File: src/rtl/tksi_pkg.sv
`timescale 1ns / 1ps
`default_nettype none

package tksi_pkg;

  localparam int RANK_W  = 4;
  localparam int TAG_W   = 32;
  localparam int SCORE_W = 32;
  localparam int LEVEL_W = 16;

  localparam logic [1:0] OP_INSERT = 2'd0;
  localparam logic [1:0] OP_PROBE  = 2'd1;
  localparam logic [1:0] OP_READ   = 2'd2;

  typedef struct packed {
    logic [TAG_W-1:0]   tag;
    logic [SCORE_W-1:0] score;
    logic [LEVEL_W-1:0] level;
  } tksi_entry_t;

  // single write port into the table
  typedef struct packed {
    logic              en;
    logic [RANK_W-1:0] addr;
    tksi_entry_t       data;
  } tksi_wr_t;

  typedef enum logic [2:0] {
    ST_IDLE,
    ST_SCAN,
    ST_SHIFT,
    ST_WRITE,
    ST_DONE
  } tksi_state_t;

endpackage

`default_nettype wire

File: src/rtl/tksi_if.sv
`timescale 1ns / 1ps
`default_nettype none

interface tksi_in_if;
  import tksi_pkg::*;
  logic               valid;
  logic               ready;
  logic [1:0]         opcode;
  logic [TAG_W-1:0]   tag_chars;
  logic [SCORE_W-1:0] new_score;
  logic [LEVEL_W-1:0] new_level;
  logic [RANK_W-1:0]  read_index;

  modport source (output valid, opcode, tag_chars, new_score, new_level, read_index,
                  input ready);
  modport sink   (input valid, opcode, tag_chars, new_score, new_level, read_index,
                  output ready);
endinterface

interface tksi_out_if;
  import tksi_pkg::*;
  logic               valid;
  logic               ready;
  logic               qualifies;
  logic [RANK_W-1:0]  rank;
  logic [TAG_W-1:0]   entry_tag;
  logic [SCORE_W-1:0] entry_score;
  logic [LEVEL_W-1:0] entry_level;

  modport source (output valid, qualifies, rank, entry_tag, entry_score, entry_level,
                  input ready);
  modport sink   (input valid, qualifies, rank, entry_tag, entry_score, entry_level,
                  output ready);
endinterface

`default_nettype wire

File: src/rtl/tksi_table.sv
`timescale 1ns / 1ps
`default_nettype none

module tksi_table
  import tksi_pkg::*;
#(
  parameter int TABLE_DEPTH = 10
) (
  input  wire logic                               clk,
  input  wire logic                               rst_n,
  input  wire logic [$clog2(TABLE_DEPTH)-1:0]     rd_addr,
  output tksi_entry_t                             rd_data,
  input  tksi_wr_t                                wr
);

  localparam int IDX_W = $clog2(TABLE_DEPTH);

  tksi_entry_t entry_r [TABLE_DEPTH];

  always_ff @(posedge clk) begin
    if (!rst_n) begin
      for (int i = 0; i < TABLE_DEPTH; i++) begin
        entry_r[i] <= '0;
      end
    end else if (wr.en) begin
      entry_r[wr.addr[IDX_W-1:0]] <= wr.data;
    end
  end

  assign rd_data = entry_r[rd_addr];

endmodule

`default_nettype wire

File: src/rtl/tksi_ctrl.sv
`timescale 1ns / 1ps
`default_nettype none

module tksi_ctrl
  import tksi_pkg::*;
#(
  parameter int TABLE_DEPTH = 10
) (
  input  wire logic                           clk,
  input  wire logic                           rst_n,
  tksi_in_if.sink                             in_ch,
  tksi_out_if.source                          out_ch,
  output logic [$clog2(TABLE_DEPTH)-1:0]      rd_addr,
  input  tksi_entry_t                         rd_data,
  output tksi_wr_t                            wr
);

  localparam int IDX_W = $clog2(TABLE_DEPTH);
  localparam logic [IDX_W-1:0]  LAST      = IDX_W'(TABLE_DEPTH - 1);
  localparam logic [RANK_W:0]   DEPTH_EXT = (RANK_W + 1)'(TABLE_DEPTH);

  tksi_state_t state_r, state_nxt;

  logic [1:0]         op_r;
  logic [TAG_W-1:0]   tag_r;
  logic [SCORE_W-1:0] score_r;
  logic [LEVEL_W-1:0] level_r;
  logic [RANK_W-1:0]  idx_r;
  logic [IDX_W-1:0]   cnt_r, cnt_nxt;
  logic [IDX_W-1:0]   pos_r, pos_nxt;
  logic               hit_r, hit_nxt;

  logic               out_valid_r, out_valid_nxt;
  logic               out_q_r;
  logic [RANK_W-1:0]  out_rank_r;
  tksi_entry_t        out_entry_r;

  logic               accept;
  logic               load_out;
  logic               score_le;
  logic               idx_ok;

  assign accept   = in_ch.valid && in_ch.ready;
  assign in_ch.ready = (state_r == ST_IDLE);
  // the one shared comparator
  assign score_le = (rd_data.score <= score_r);
  assign idx_ok   = ({1'b0, idx_r} < DEPTH_EXT);
  assign load_out = (state_r == ST_DONE) && (!out_valid_r || out_ch.ready);

  always_comb begin
    state_nxt = state_r;
    cnt_nxt   = cnt_r;
    pos_nxt   = pos_r;
    hit_nxt   = hit_r;
    rd_addr   = cnt_r;
    wr.en     = 1'b0;
    wr.addr   = RANK_W'(cnt_r);
    wr.data   = rd_data;
    case (state_r)
      ST_IDLE: begin
        if (accept) begin
          cnt_nxt = '0;
          pos_nxt = '0;
          hit_nxt = 1'b0;
          if (in_ch.opcode == OP_INSERT || in_ch.opcode == OP_PROBE) begin
            state_nxt = ST_SCAN;
          end else begin
            state_nxt = ST_DONE;
          end
        end
      end
      ST_SCAN: begin
        if (score_le) begin
          hit_nxt = 1'b1;
          pos_nxt = cnt_r;
          if (op_r != OP_INSERT) begin
            state_nxt = ST_DONE;
          end else if (cnt_r == LAST) begin
            state_nxt = ST_WRITE;
          end else begin
            cnt_nxt   = LAST;
            state_nxt = ST_SHIFT;
          end
        end else if (cnt_r == LAST) begin
          state_nxt = ST_DONE;
        end else begin
          cnt_nxt = cnt_r + 1'b1;
        end
      end
      ST_SHIFT: begin
        // move entry cnt-1 down into cnt, walking toward the insert rank
        rd_addr = cnt_r - 1'b1;
        wr.en   = 1'b1;
        cnt_nxt = cnt_r - 1'b1;
        if (cnt_r - 1'b1 == pos_r) begin
          state_nxt = ST_WRITE;
        end
      end
      ST_WRITE: begin
        wr.en        = 1'b1;
        wr.addr      = RANK_W'(pos_r);
        wr.data.tag   = tag_r;
        wr.data.score = score_r;
        wr.data.level = level_r;
        state_nxt    = ST_DONE;
      end
      ST_DONE: begin
        rd_addr = idx_r[IDX_W-1:0];
        if (load_out) begin
          state_nxt = ST_IDLE;
        end
      end
      default: begin
        state_nxt = ST_IDLE;
      end
    endcase
  end

  always_comb begin
    out_valid_nxt = out_valid_r;
    if (load_out) begin
      out_valid_nxt = 1'b1;
    end else if (out_ch.ready) begin
      out_valid_nxt = 1'b0;
    end
  end

  always_ff @(posedge clk) begin
    if (!rst_n) begin
      state_r     <= ST_IDLE;
      out_valid_r <= 1'b0;
      cnt_r       <= '0;
      pos_r       <= '0;
      hit_r       <= 1'b0;
    end else begin
      state_r     <= state_nxt;
      out_valid_r <= out_valid_nxt;
      cnt_r       <= cnt_nxt;
      pos_r       <= pos_nxt;
      hit_r       <= hit_nxt;
    end
  end

  always_ff @(posedge clk) begin
    if (accept) begin
      op_r    <= in_ch.opcode;
      tag_r   <= in_ch.tag_chars;
      score_r <= in_ch.new_score;
      level_r <= in_ch.new_level;
      idx_r   <= in_ch.read_index;
    end
    if (load_out) begin
      out_q_r    <= hit_r;
      out_rank_r <= hit_r ? RANK_W'(pos_r) : '0;
      out_entry_r <= (op_r == OP_READ && idx_ok) ? rd_data : '0;
    end
  end

  assign out_ch.valid       = out_valid_r;
  assign out_ch.qualifies   = out_q_r;
  assign out_ch.rank        = out_rank_r;
  assign out_ch.entry_tag   = out_entry_r.tag;
  assign out_ch.entry_score = out_entry_r.score;
  assign out_ch.entry_level = out_entry_r.level;

endmodule

`default_nettype wire

File: src/rtl/top_k_sorted_insert_table_core.sv
`timescale 1ns / 1ps
`default_nettype none

// Top-k score table, kept sorted by descending score (ties: newest first).
// in_ch carries one request: opcode (insert / probe / read), tag, score,
// level and read index. out_ch returns exactly one result per request.
// Both channels use valid/ready; a request is taken when both are high.
// Requests are handled one at a time by a small sequencer around a single
// score comparator and a one-read, one-write entry table:
//   read   : goes straight to the done state, then returns the entry
//   probe  : scans from rank 0 up to the first qualifying rank, or to the end
//   insert : when stored, scans to the rank, then shifts the tail one entry
//            per cycle and writes the new entry; rejected when none qualifies
// The sequencer is idle again in the cycle the result turns valid.
// in_ch.ready is high only while the sequencer is idle. The result sits in an
// output register, so the next request is accepted while a result waits; a
// stalled receiver holds the sequencer only when a second result is done.
// Reset (synchronous, rst_n low) clears every table entry to zero and drops
// any pending result.
module top_k_sorted_insert_table_core
  import tksi_pkg::*;
#(
  parameter int TABLE_DEPTH = 10
) (
  input wire logic    clk,
  input wire logic    rst_n,
  tksi_in_if.sink     in_ch,
  tksi_out_if.source  out_ch
);

  localparam int IDX_W = $clog2(TABLE_DEPTH);

  logic [IDX_W-1:0] rd_addr;
  tksi_entry_t      rd_data;
  tksi_wr_t         wr;

  tksi_ctrl #(
    .TABLE_DEPTH (TABLE_DEPTH)
  ) u_ctrl (
    .clk     (clk),
    .rst_n   (rst_n),
    .in_ch   (in_ch),
    .out_ch  (out_ch),
    .rd_addr (rd_addr),
    .rd_data (rd_data),
    .wr      (wr)
  );

  tksi_table #(
    .TABLE_DEPTH (TABLE_DEPTH)
  ) u_table (
    .clk     (clk),
    .rst_n   (rst_n),
    .rd_addr (rd_addr),
    .rd_data (rd_data),
    .wr      (wr)
  );

  // one request in flight: never ready right after taking one
  a_one_in_flight: assert property (@(posedge clk) disable iff (!rst_n)
    in_ch.valid && in_ch.ready |=> !in_ch.ready)
    else $error("request accepted while busy");

  a_rank_needs_hit: assert property (@(posedge clk) disable iff (!rst_n)
    out_ch.valid && !out_ch.qualifies |-> out_ch.rank == '0)
    else $error("rank set without qualifying");

  a_hit_no_entry: assert property (@(posedge clk) disable iff (!rst_n)
    out_ch.valid && out_ch.qualifies |->
      out_ch.entry_tag == '0 && out_ch.entry_score == '0 && out_ch.entry_level == '0)
    else $error("entry data on insert or probe result");

  a_no_write_idle: assert property (@(posedge clk) disable iff (!rst_n)
    in_ch.ready |-> !wr.en)
    else $error("table written while idle");

endmodule

`default_nettype wire
File: src/flat_wrapper.sv
// flat-port wrapper written by rule: the top's interface ports become plain ports
module top_k_sorted_insert_table_core_flat import tksi_pkg::*;
#(
  parameter int TABLE_DEPTH = 10
)
  (clk, rst_n, in_ch_valid, in_ch_opcode, in_ch_tag_chars, in_ch_new_score, in_ch_new_level, in_ch_read_index, in_ch_ready, out_ch_valid, out_ch_qualifies, out_ch_rank, out_ch_entry_tag, out_ch_entry_score, out_ch_entry_level, out_ch_ready);
  tksi_in_if in_ch_i ();
  tksi_out_if out_ch_i ();
  input wire logic clk;
  input wire logic rst_n;
  input wire logic [$bits(in_ch_i.valid)-1:0] in_ch_valid;
  input wire logic [$bits(in_ch_i.opcode)-1:0] in_ch_opcode;
  input wire logic [$bits(in_ch_i.tag_chars)-1:0] in_ch_tag_chars;
  input wire logic [$bits(in_ch_i.new_score)-1:0] in_ch_new_score;
  input wire logic [$bits(in_ch_i.new_level)-1:0] in_ch_new_level;
  input wire logic [$bits(in_ch_i.read_index)-1:0] in_ch_read_index;
  output wire logic [$bits(in_ch_i.ready)-1:0] in_ch_ready;
  output wire logic [$bits(out_ch_i.valid)-1:0] out_ch_valid;
  output wire logic [$bits(out_ch_i.qualifies)-1:0] out_ch_qualifies;
  output wire logic [$bits(out_ch_i.rank)-1:0] out_ch_rank;
  output wire logic [$bits(out_ch_i.entry_tag)-1:0] out_ch_entry_tag;
  output wire logic [$bits(out_ch_i.entry_score)-1:0] out_ch_entry_score;
  output wire logic [$bits(out_ch_i.entry_level)-1:0] out_ch_entry_level;
  input wire logic [$bits(out_ch_i.ready)-1:0] out_ch_ready;
  assign in_ch_i.valid = in_ch_valid;
  assign in_ch_i.opcode = in_ch_opcode;
  assign in_ch_i.tag_chars = in_ch_tag_chars;
  assign in_ch_i.new_score = in_ch_new_score;
  assign in_ch_i.new_level = in_ch_new_level;
  assign in_ch_i.read_index = in_ch_read_index;
  assign in_ch_ready = in_ch_i.ready;
  assign out_ch_valid = out_ch_i.valid;
  assign out_ch_qualifies = out_ch_i.qualifies;
  assign out_ch_rank = out_ch_i.rank;
  assign out_ch_entry_tag = out_ch_i.entry_tag;
  assign out_ch_entry_score = out_ch_i.entry_score;
  assign out_ch_entry_level = out_ch_i.entry_level;
  assign out_ch_i.ready = out_ch_ready;
  top_k_sorted_insert_table_core #(.TABLE_DEPTH(TABLE_DEPTH)) u_core (.clk(clk), .rst_n(rst_n), .in_ch(in_ch_i), .out_ch(out_ch_i));
endmodule
File: config.mk
export PLATFORM = sky130hd
export DESIGN_NAME = top_k_sorted_insert_table_core_flat
export DESIGN_NICKNAME = d
export VERILOG_FILES = /design/src/rtl/tksi_pkg.sv /design/src/rtl/tksi_if.sv /design/src/rtl/tksi_table.sv /design/src/rtl/tksi_ctrl.sv /design/src/rtl/top_k_sorted_insert_table_core.sv /design/src/flat_wrapper.sv
export SDC_FILE = /design/constraint.sdc
export NUM_CORES = 2
export LEC_CHECK = 0
export ABC_CLOCK_PERIOD_IN_PS = 16400
export BUFFER_PORTS_ARGS = -buffer_cell sky130_fd_sc_hd__buf_2
export CORE_MARGIN = 4
export CORE_UTILIZATION = 25
export CTS_BUF_LIST = sky130_fd_sc_hd__clkbuf_16
export CTS_CLUSTER_DIAMETER = 200
export CTS_CLUSTER_SIZE = 16
export DETAILED_ROUTE_END_ITERATION = 8
export SLEW_MARGIN = 20
export SYNTH_ARGS = -nofsm -noshare
export SYNTH_HDL_FRONTEND = slang
export SYNTH_SLANG_ARGS = --single-unit
File: constraint.sdc
create_clock -name clk -period 16.4 [get_ports clk]
set_input_delay 3.28 -clock clk [delete_from_list [all_inputs] [get_ports clk]]
set_output_delay 3.28 -clock clk [all_outputs]
set_load 0.01 [all_outputs]
=== Yosys cells after proc, flatten, opt, wreduce, memory -nomap -nowiden ===
Memory sizes are Yosys's and may differ from the RTL's.
Cells that the tools add are included.

* Bits in registers: 184
* RAM bits: 800
* Bits of input ports: 90
* Logic and storage cells: 85
* Memories: 1

* $add $sub $neg: 2
* $lt $le $gt $ge: 2
* Equal/unequal tests: 16
* Multiplexer cells: 32
* Reductions and logical operators: 17

{| class="wikitable"
|+ Memory list
! name !! depth !! bits a word !! read ports !! clocked after memory_dff !! wr ports !! RTL line !! RTL
|-
| u_core.u_table.entry_r || 10 || 80 || 1 || 0 || 10 || tksi_table.sv:18 || <nowiki>tksi_entry_t entry_r [TABLE_DEPTH];</nowiki>
|}

{| class="wikitable"
|+ Operators with widths
! cell !! count
|-
| two-way mux 84 bit || 1
|-
| two-way mux 80 bit || 1
|-
| OR reduction 80 bit || 1
|-
| less-or-equal comparator 32 bit || 1
|-
| two-way mux 4 bit || 7
|-
| two-way mux 3 bit || 7
|-
| case mux 4 bit (2 select lines) || 2
|-
| case mux 3 bit (5 select lines) || 1
|-
| != test 3 bit, second input constant || 4
|-
| case mux 4 bit (3 select lines) || 1
|-
| two-way mux 1 bit || 11
|-
| == test 3 x 2 -> 1 bit, second input constant || 2
|-
| != test 2 bit, second input constant || 3
|-
| nonzero test 2 bit || 3
|-
| AND reduction 5 bit || 1
|-
| adder 4 x 1 -> 4 bit, second input constant || 1
|-
| == test 4 bit || 1
|-
| == test 4 bit, second input constant || 1
|-
| < comparator 4 bit, second input constant || 1
|-
| AND reduction 4 bit || 1
|-
| subtractor 4 x 1 -> 4 bit, second input constant || 1
|-
| == test 3 x 1 -> 1 bit, second input constant || 1
|-
| == test 3 bit, second input constant || 1
|-
| logical AND 1 bit || 3
|-
| 11 further kinds || 12
|}

=== Logic depth before layout (Yosys ltp) ===
* Depth after elaboration: 8
* Gate-level depth with buffers: 22
* Depth with buffers taken out: 17

=== Hierarchy ===
From an unflattened synthesis, not the netlist that was laid out.

* Cells, all modules: 3,620
* Area total of the unflattened synthesis: 60,141.4 um^2

{| class="wikitable"
|+ Modules (own cells, without submodules)
! module !! instances !! cells each !! area an instance (um^2) !! seq. area each (um^2)
|-
| tksi_table || 1 || 2,954 || 51,511.9 || 38,436.9
|-
| tksi_ctrl || 1 || 666 || 8,629.5 || 5,395.2
|}

=== Least setup slack after synthesis ===
No wires, ideal clock.

* Path kind: input to register
* Start point: input rst_n
* End point: memory u_core.u_table.entry_r[13][0] in the netlist's numbering (enable)
* Library setup time: 0.519 ns
* Arrival: 7.724 ns
* Required time: 15.881 ns
* Path slack: 8.157 ns
* Cell stages on the path: 7
* Path buffers: 4
* Cells stage by stage: and2_1 > clkbuf_1 > clkbuf_1 > clkbuf_1 > clkbuf_1 > nand2_1 > nor2_1

{| class="wikitable"
|+ RTL lines
! item !! RTL line !! RTL
|-
| start: declaration || flat_wrapper.sv:10 || <nowiki>input wire logic rst_n;</nowiki>
|-
| end: declaration || tksi_table.sv:18 ||
|}

==> metrics.txt <==
placed instance count 8285; final setup TNS 0 ns; via count 45400; worst reg2reg path endpoint u_core.u_ctrl.cnt_r[0]; buffer and inverter count on the worst path 3; Mean Syn Cell Area 13.0 µm²; Antenna Nets Post-Route 0; fin util 28.0%; crit path launch u_core.u_ctrl.state_r[1]; Worst Reg-to-Reg Cells 17; CP peak stage delay 0.94 ns; status finished, final reports clean; Top FF cell, synth edfxtp_1; worst reg-to-reg setup slack 7.94 ns; Top delay family on crit path simple AND/OR/NAND/NOR gates; final setup vio count 0; PortBufs 176; most common cell after layout, fill and taps aside edfxtp_1; synthesized instance count 5007; Yosys reg bits 1464; Final GP Congestion 0.840; Placement Cell Area 69800 µm²; core area 260000 µm²; CTS max path bufs 3; Static Leak 24.2 nW; hold_sp u_core.u_ctrl.hit_r; clock root cell clkbuf_16; CTS Hold Buffers Added 0; # DRC 0; Top-Level Pins 177; post-DP HPWL 126000 µm; Area Growth Syn to Fin 11.3%; cell mode on critical path buf_4; share of layout cells above drive strength 1 13.4%; Final period util 51.6%; Die Width 519 µm; GRT overflow 0; most frequent cells in the layout edfxtp_1, nor2_1, nor3_1; drt pass-1 iters 6; Hold WC Path Type register to register; number of buffers created by CTS 101; Pwr Density 118 nW/µm²; Final Cell Area 72600 µm²; routed len/inst 26.4 µm; vias in the first global route 44600; hold endpoint u_core.u_ctrl.out_ch.qualifies; Slew Limit Headroom 21.1%; RR Startpoint u_core.u_ctrl.state_r[1]; synthesis warning total 0; crit-path max FO 111; CTS-repair resized insts 0; row cnt 187; share of the synthesized area in the top cell type 66.8%; largest net degree at the start of global routing 146; # clock sinks 1464; drt initial violations 5711; Worst Path Required 17.06 ns; unrepaired setup endpoints after global routing false; clock latency on the worst-skew pair 0.78 ns; final wirelength 222000 µm; GR Util All Layers 15.7%; minimum clock period 8.46 ns; first-pass GRT wire length 318000 µm; Post-synth EDFFs 1451; Fmax 118 MHz; synth unique cells 92; Synth Net Count 5132; slowest cell on the critical path nor4_1; worst vdd ir 87.3 µV; postcts setup bufs 0; Critical Path AT 9.12 ns; CP endpoint kind register; Synth area leaders edfxtp_1, nor3_1, nor2_1, a211oi_1, nand2_1; async set-reset flop share out of synthesis 0%; Yosys top cell by area edfxtp_1; CTS tree built; DIE HEIGHT 519 µm; non-filler cells in the finished layout 8415; Slew Limit Fails 0; final net count 5111; sequential fraction of the synthesis area 67.1%; vias per inst 5.39; worst-margin pin slew 1.18 ns; initial antenna violation count 18; Final Hold Fails 0; Max Cap Viol 0; final hold slack 0.602 ns; clock slew at reported path FFs 0.08 ns; Initial Util 25.1%; Mapped Area 65300 µm²; kind of critical path register to register; CP Launch Type register; Die Footprint 269000 µm²; Setup Skew 0.0717 ns; H-Tree Depth 3; worst hold path stage count 0; Critical Path, Cell by Cell or4b_1, and3_4, buf_4, nand2_8, buf_4, buf_4, mux2_2, o221ai_1, o22ai_2, ha_1, nand4_1, nor4_1, nand2_1, and2_1, nor3_1, nor3_1, a211oi_1
==> logic make-up (layout without fill, tap and decap cells) <==
family | count (synthesis) | count (layout) | share of synthesized area [%]
adder cells (fa/ha/maj) | 35 | 35 | 0.671
other | 0 | 2 | 0
buffers and inverters | 502 | 506 | 3.28
multiplexers | 173 | 173 | 2.85
AO/OA/AOI/OAI | 1165 | 1165 | 13.6
XOR/XNOR | 6 | 6 | 0.0805
flip-flops | 1464 | 1464 | 67.1
AND/OR/NAND/NOR | 1662 | 1662 | 12.4
==> report_power, final <==
part           internal (mW)  switching [mW]
sequential              4.22          0.0640
combinational          0.535            1.30
clock                   1.12            1.31
==> Yosys cell counts (all sizes together), types with 16 or more instances <==
master,number
o22ai,73
ha,35
mux2,103
nor3,514
nor2,496
o21ai,139
edfxtp,1451
nor2b,45
a21oi,158
o221ai,36
o21a,68
a2111o,35
nand2,327
inv,83
a211oi,201
buf,173
clkbuf,246
mux2i,70
o221a,31
a2111oi,44
nand3,20
o31ai,47
a31oi,102
a32o,37
a211o,67
or3,29
and3,137
a311oi,40
or2,36
a221oi,16
==> area by class of cell <==
class / instances / area (µm²)
tap: 3402 / 4260
fill: 26500 / 187000
inverter: 83 / 312
clock inverter: 26 / 240
multi-input combinational: 3041 / 19600
antenna: 2 / 5.00
clock buffer: 102 / 2550
timing repair buffer: 295 / 1800
sequential: 1464 / 43800
==> metrics by stage <==
| step | power, mW | worst slack, ns |
|---|---|---|
| floorplan | 5.52 | 8.16 |
| global placement | 6.16 | 8.18 |
| detailed placement | 6.16 | 8.23 |
| CTS | 8.56 | 8.42 |
| global route | 8.84 | 7.56 |
| finish | 8.54 | 7.94 |
==> state kept, by name, indices dropped and copies added, names as in the netlist <==
signal / cells
u_core.u_ctrl.out_ch.entry_tag: 32
u_core.u_ctrl.out_ch.qualifies: 1
u_core.u_ctrl.state_r: 3
u_core.u_table.entry_r: 1280
u_core.u_ctrl.level_r: 16
u_core.u_ctrl.score_r: 32
u_core.u_ctrl.out_ch.valid: 1
u_core.u_ctrl.hit_r: 1
u_core.u_ctrl.pos_r: 4
u_core.u_ctrl.op_r: 2
u_core.u_ctrl.idx_r: 4
u_core.u_ctrl.out_ch.entry_score: 32
u_core.u_ctrl.tag_r: 32
u_core.u_ctrl.out_ch.rank: 4
u_core.u_ctrl.cnt_r: 4
u_core.u_ctrl.out_ch.entry_level: 16
==> worst max path at each step <==
| stage | endpoint | cells past startpoint |
|---|---|---|
| floorplan | u_core.u_table.entry_r[13][0] | 7 |
| global placement | u_core.u_ctrl.cnt_r[0] | 17 |
| detailed placement | u_core.u_table.entry_r[8][24] | 6 |
| CTS | u_core.u_ctrl.cnt_r[0] | 17 |
| global route | u_core.u_ctrl.state_r[1] | 17 |
| finish | u_core.u_ctrl.cnt_r[0] | 17 |
==> per-layer routing <==
metal  global-route usage [%]  vias to the layer above  routed length [µm]
met4                     6.27                        2                9530
met2                     24.6                     2702               99800
met3                     3.64                      486               23100
met1                     21.1                    22900               89600
met5                        0                        -                  13
li1                         -                    19300                   -
Power figures use the tool's default switching activity.
